### src/hdl/iirlp_pkg.sv
`timescale 1ns / 1ps

package iirlp_pkg;

  // Fixed-point format of coefficients, stored outputs and accumulator
  localparam int COEF_FRAC_BITS = 48;
  localparam int Y_FRAC         = 40;
  localparam int ACC_W          = 128;
  localparam int Y_W            = 64;
  // Rounded output before saturation: integer part of Q23.40 plus one carry bit
  localparam int RV_W           = Y_W - Y_FRAC + 1;

  // Coefficient table geometry
  localparam int TABLE_TAPS = 11;
  localparam int TIDX_W     = 4;
  localparam int CIDX_W     = 5;

  // Multiply-accumulate pipeline depth after the operand registers
  localparam int PIPE_DEPTH = 3;

  localparam logic [63:0] DEC10 = 64'd10000000000;

  // Convert sign, integer part and 20 decimal fraction digits to Q.COEF_FRAC_BITS,
  // rounded half up (evaluated at elaboration only)
  function automatic logic [63:0] coef_q(input logic neg, input logic [63:0] ip,
                                         input logic [63:0] dhi, input logic [63:0] dlo);
    logic [63:0] h;
    logic [63:0] l;
    logic [63:0] frac;
    logic [63:0] v;
    logic        carry;
    logic        bit_v;
    h    = dhi;
    l    = dlo;
    frac = 64'd0;
    for (int i = 0; i <= COEF_FRAC_BITS; i++) begin
      l     = l << 1;
      carry = (l >= DEC10);
      if (carry) l = l - DEC10;
      h     = (h << 1) + 64'(carry);
      bit_v = (h >= DEC10);
      if (bit_v) h = h - DEC10;
      if (i < COEF_FRAC_BITS) frac = (frac << 1) | 64'(bit_v);
      else frac = frac + 64'(bit_v);
    end
    v = (ip << COEF_FRAC_BITS) + frac;
    return neg ? (64'd0 - v) : v;
  endfunction

  // Feed-forward coefficients a[n]
  localparam logic [63:0] COEF_A [TABLE_TAPS] = '{
    coef_q(1'b0, 64'd0, 64'd13606,   64'd6890274772),
    coef_q(1'b0, 64'd0, 64'd136066,  64'd8902747718),
    coef_q(1'b0, 64'd0, 64'd612301,  64'd62364732),
    coef_q(1'b0, 64'd0, 64'd1632802, 64'd6832972619),
    coef_q(1'b0, 64'd0, 64'd2857404, 64'd6957702086),
    coef_q(1'b0, 64'd0, 64'd3428885, 64'd6349242504),
    coef_q(1'b0, 64'd0, 64'd2857404, 64'd6957702086),
    coef_q(1'b0, 64'd0, 64'd1632802, 64'd6832972619),
    coef_q(1'b0, 64'd0, 64'd612301,  64'd62364732),
    coef_q(1'b0, 64'd0, 64'd136066,  64'd8902747718),
    coef_q(1'b0, 64'd0, 64'd13606,   64'd6890274772)
  };

  // Feedback coefficients, stored negated (-b[n]) so every tap accumulates
  localparam logic [63:0] COEF_BN [TABLE_TAPS] = '{
    coef_q(1'b1, 64'd1,  64'd0,          64'd0),
    coef_q(1'b0, 64'd5,  64'd6788882885, 64'd6097480000),
    coef_q(1'b1, 64'd14, 64'd9535090668, 64'd2947000000),
    coef_q(1'b0, 64'd23, 64'd9589421056, 64'd3200500000),
    coef_q(1'b1, 64'd25, 64'd7945973585, 64'd8526100000),
    coef_q(1'b0, 64'd19, 64'd4532333022, 64'd7612100000),
    coef_q(1'b1, 64'd10, 64'd3872986317, 64'd6669500000),
    coef_q(1'b0, 64'd3,  64'd8711735581, 64'd7402630000),
    coef_q(1'b1, 64'd0,  64'd9623041507, 64'd5654718000),
    coef_q(1'b0, 64'd0,  64'd1438973787, 64'd9329331000),
    coef_q(1'b1, 64'd0,  64'd98183923,   64'd923440410)
  };

  // Table lookups; taps beyond the table have zero coefficients
  function automatic logic [63:0] coef_ff(input logic [CIDX_W-1:0] n);
    return (n < CIDX_W'(TABLE_TAPS)) ? COEF_A[n[TIDX_W-1:0]] : 64'd0;
  endfunction

  function automatic logic [63:0] coef_fb(input logic [CIDX_W-1:0] n);
    return (n < CIDX_W'(TABLE_TAPS)) ? COEF_BN[n[TIDX_W-1:0]] : 64'd0;
  endfunction

  // Controller commands to the datapath
  typedef struct packed {
    logic load;    // capture the request sample, preset the accumulator
    logic issue;   // fetch operands of the current tap
    logic finish;  // round, update histories, load the result register
  } iirlp_cmd_t;

  typedef enum logic [1:0] {
    ST_IDLE,
    ST_RUN,
    ST_DRAIN,
    ST_FINISH
  } iirlp_state_e;

endpackage

### src/hdl/iirlp_ctrl.sv
`timescale 1ns / 1ps

module iirlp_ctrl #(
  parameter int ORDER = 10,
  parameter int TAP_W = 5
) (
  input  logic                clk_i,
  input  logic                rst_ni,
  input  logic                in_valid_i,
  output logic                in_ready_o,
  output logic                out_valid_o,
  input  logic                out_ready_i,
  output iirlp_pkg::iirlp_cmd_t cmd_o,
  output logic [TAP_W-1:0]    tap_o
);
  import iirlp_pkg::*;

  localparam int DRAIN_W = $clog2(PIPE_DEPTH);
  localparam logic [TAP_W-1:0]   LAST_TAP  = TAP_W'(2 * ORDER);
  localparam logic [DRAIN_W-1:0] LAST_DRAIN = DRAIN_W'(PIPE_DEPTH - 1);

  iirlp_state_e       state_q, state_d;
  logic [TAP_W-1:0]   tap_q, tap_d;
  logic [DRAIN_W-1:0] drain_q, drain_d;
  logic               out_valid_q, out_valid_d;

  // State, tap counter and result-pending flag
  always_ff @(posedge clk_i or negedge rst_ni) begin
    if (!rst_ni) begin
      state_q     <= ST_IDLE;
      tap_q       <= '0;
      drain_q     <= '0;
      out_valid_q <= 1'b0;
    end else begin
      state_q     <= state_d;
      tap_q       <= tap_d;
      drain_q     <= drain_d;
      out_valid_q <= out_valid_d;
    end
  end

  // Sequence one request: accept, issue every tap, drain, finish
  always_comb begin
    state_d     = state_q;
    tap_d       = tap_q;
    drain_d     = drain_q;
    cmd_o       = '0;
    in_ready_o  = 1'b0;
    out_valid_d = out_valid_q && !out_ready_i;
    case (state_q)
      ST_IDLE: begin
        in_ready_o = 1'b1;
        if (in_valid_i) begin
          cmd_o.load = 1'b1;
          tap_d      = '0;
          state_d    = ST_RUN;
        end
      end
      ST_RUN: begin
        cmd_o.issue = 1'b1;
        if (tap_q == LAST_TAP) begin
          drain_d = '0;
          state_d = ST_DRAIN;
        end else begin
          tap_d = tap_q + TAP_W'(1);
        end
      end
      ST_DRAIN: begin
        if (drain_q == LAST_DRAIN) state_d = ST_FINISH;
        else drain_d = drain_q + DRAIN_W'(1);
      end
      ST_FINISH: begin
        // Hold until the result register is free
        if (!out_valid_q || out_ready_i) begin
          cmd_o.finish = 1'b1;
          out_valid_d  = 1'b1;
          state_d      = ST_IDLE;
        end
      end
      default: state_d = ST_IDLE;
    endcase
  end

  assign out_valid_o = out_valid_q;
  assign tap_o       = tap_q;

endmodule

### config.mk
export PLATFORM = sky130hd
export DESIGN_NAME = iirlp_ctrl
export DESIGN_NICKNAME = d
export VERILOG_FILES = /design/src/hdl/iirlp_pkg.sv /design/src/hdl/iirlp_ctrl.sv
export SDC_FILE = /design/constraint.sdc
export NUM_CORES = 1
export LEC_CHECK = 0
export ABC_AREA = 1
export BUFFER_PORTS_ARGS = -buffer_cell sky130_fd_sc_hd__clkbuf_2
export CORE_AREA = 2 2 39 41
export CTS_BUF_LIST = sky130_fd_sc_hd__clkbuf_8
export CTS_CLUSTER_DIAMETER = 150
export DETAILED_ROUTE_END_ITERATION = 8
export DIE_AREA = 0 0 41 43
export GPL_ROUTABILITY_DRIVEN = 0
export PLACE_DENSITY = 0.76
export SYNTH_ARGS = -nofsm -noshare
export SYNTH_HDL_FRONTEND = slang
export SYNTH_SLANG_ARGS = --single-unit
### constraint.sdc
create_clock -name clk_i -period 1.8 [get_ports clk_i]
set_input_delay 0.54 -clock clk_i [delete_from_list [all_inputs] [get_ports clk_i]]
set_output_delay 0.54 -clock clk_i [all_outputs]
set_load 0.1 [all_outputs]
==> key figures <==
Clock tree
  • Clock latency on the worst-skew pair: 0.24 ns
  • CTS Root Cell: clkbuf_8
  • TritonCTS clock tree: yes
  • Clk sink count: 10
  • Longest Clk Path Bufs: 2
  • Hold Buf Count CTS: 0
  • CTS Buf Count: 3
  • Clock Pin Slew Worst Setup and Hold Paths: 0.05 ns
  • H-tree depth: 1

Worst setup path
  • Crit Path Max Fanout: 7
  • Critical path class: flop to output port
  • Arrival @ worst endpoint: 1.26 ns
  • Worst-path cell chain: inv_2 -> ha_2 -> buf_12
  • Slowest stage cell on the critical path: dfrtp_1
  • WP data required: 1.26 ns
  • Reg2Reg Capture Point: state_q[0]
  • Reg2reg start: state_q[0]
  • CP Launch Type: flop
  • Crit end category: output port
  • R2r worst-path depth: 9
  • Reg2reg setup slack: 0.22 ns
  • Largest stage delay, worst path: 0.41 ns

Flow run
  • Max Cap Viol: 0

Detailed routing
  • Residual DRC: 0
  • Via count: 648
  • Initial DRC Count: 4
  • Vias per cell: 4.87
  • ANT nets after route: 0
  • Routed wire length: 1.46 mm
  • Drt first pass iters: 4
  • WL/cell: 11.0 um

STA
  • Setup violations, final: 0
  • Final Hold Vio Count: 0
  • Worst slew margin: 63.6%
  • Period minus WS final: 1.80 ns
  • Slew @ Worst Pin: 0.548 ns
  • Setup ws final: 0.00279 ns
  • Peak Freq: 556 MHz
  • Max Slew Vio Count: 0
  • RSZ-0062 raised after global routing: true
  • Clk_skew: 0.00587 ns
  • Tcrit/Tclk final: 99.8%

Cells and area
  • Share of layout cells above drive strength 1: 34.2%
  • Final #Nets: 130
  • Fin cells: 133
  • Commonest cells after routing, fill and taps aside: 30 x nand2_1, 12 x inv_1, 9 x nand3_1, 9 x nor2_1, 8 x buf_4
  • Most common cell after layout, fill and taps aside: nand2_1
  • Area grow syn2layout: 42.2%
  • Antenna cells: 0

Place
  • Pre-CTS setup slack: 0.217 ns
  • DP HPWL: 1.14 mm
  • I/O Buffers: 13
  • Placed insts: 124

Yosys
  • Syn nets: 107
  • Yosys cell types: 16
  • Ys Warns: 0
  • Sequential area share after synthesis: 36.5%
  • Yosys top cell area share: 36.5%
  • Mean post-synth cell area: 7.22 um^2
  • Largest cells by area after synthesis: dfrtp_1 36%, nand2_1 17%, ha_1 15%, inv_1 8.8%, nand3_1 6.6%
  • #FFs+latches synth: 10
  • Top cell type by total area after synthesis: dfrtp_1
  • Synth Instances: 95
  • Synthesized cell area: 686 um^2

GRT
  • Antenna violations before repair: 0
  • Number of global-route vias before repair: 607
  • First-pass GRT wire length: 2.44 mm
  • GRT Util Overall: 20.4%
  • Total gr overflow: 0
  • Largest net degree at the start of global routing: 11

Die
  • Die height: 43 um
  • Core Region: 0.00138 mm^2
  • I/O Pins: 14
  • Die X-Extent: 41 um
  • Row cnt: 14
  • Die Footprint: 0.00176 mm^2
  • Initial Util: 49.5%

Hold path
  • Hold crit path type: primary input to async pin

Status
  • Status: finished, final reports clean
[worst max-delay path by stage]
stage,start,end,slack (ns)
after global routing,state_q[1],cmd_o[1],-0.03
final,state_q[1],cmd_o[1],0.003
after floorplan,state_q[1],cmd_o[2],-0.03
after CTS,state_q[1],cmd_o[1],-0.006
after detailed placement,state_q[1],cmd_o[1],0.22
after global placement,out_ready_i,cmd_o[0],0.24
[through the flow]
step                      util, %  setup TNS [ns]  hold WS, ns  instance area [um^2]
after floorplan                 -         -0.0290        0.244                   722
after global routing         70.4         -0.0608        0.183                   975
final                        70.4               0        0.162                   975
after CTS                    69.3        -0.00557        0.170                   960
after detailed placement     63.2               0        0.423                   875
after global placement       63.2               0        0.421                   875
[repair_timing]
item                                    4_1_cts  5_1_grt
pin swaps                                     1        2
buffers inserted                              4        1
endpoints found under the setup margin        2        3
resized for setup                             0        3
[final cells by class]
type | instances | area, um^2
Timing Repair Buffer | 18 | 170
Multi-Input combinational cell | 68 | 408
Fill cell | 107 | 409
Tap cell | 16 | 20.0
Sequential cell | 10 | 254
Clock buffer | 4 | 55.1
Inverter | 17 | 67.6
[layer usage]
metal	share of wire (%)	up-vias	GRT usage, %
met4	1.4	0	6.00
met1	42	298	22.9
met5	0	-	0
met3	3.0	4	4.71
met2	53	9	35.6
li1	-	337	-
[state kept, by name, summed over array words and instances (netlist names)]
signal and count:
drain_q 2, out_valid_o 1, state_q 2, tap_o 5
[worst max-delay path, delay by kind of cell (launching register included)]
kind       cells  cell delay [ns]
buf+inv        2             0.31
flops          1             0.41
fa+ha+maj      1             0.30
[cell usage after synthesis (all sizes together)]
cell type and instances:
a21oi 1, dfrtp 10, ha 8, inv 17, nand2 34, nand3 9, nor2 10, o2111ai 1
o21ai 4, xnor2 1
[cells by family (layout without fill, tap and decap cells)]
logic type      Yosys count  after routing  synth area share (%)
xor+xnor                  1              1                  1.28
flops                    10             10                  36.5
fa+ha+maj                 8              8                  14.6
buf+inv                  17             39                  9.31
compound gates            6              6                  5.47
simple gates             53             53                  32.8
Power is not shown: default switching activity piles up to over one toggle a cycle in this logic, so the estimate is an artifact.
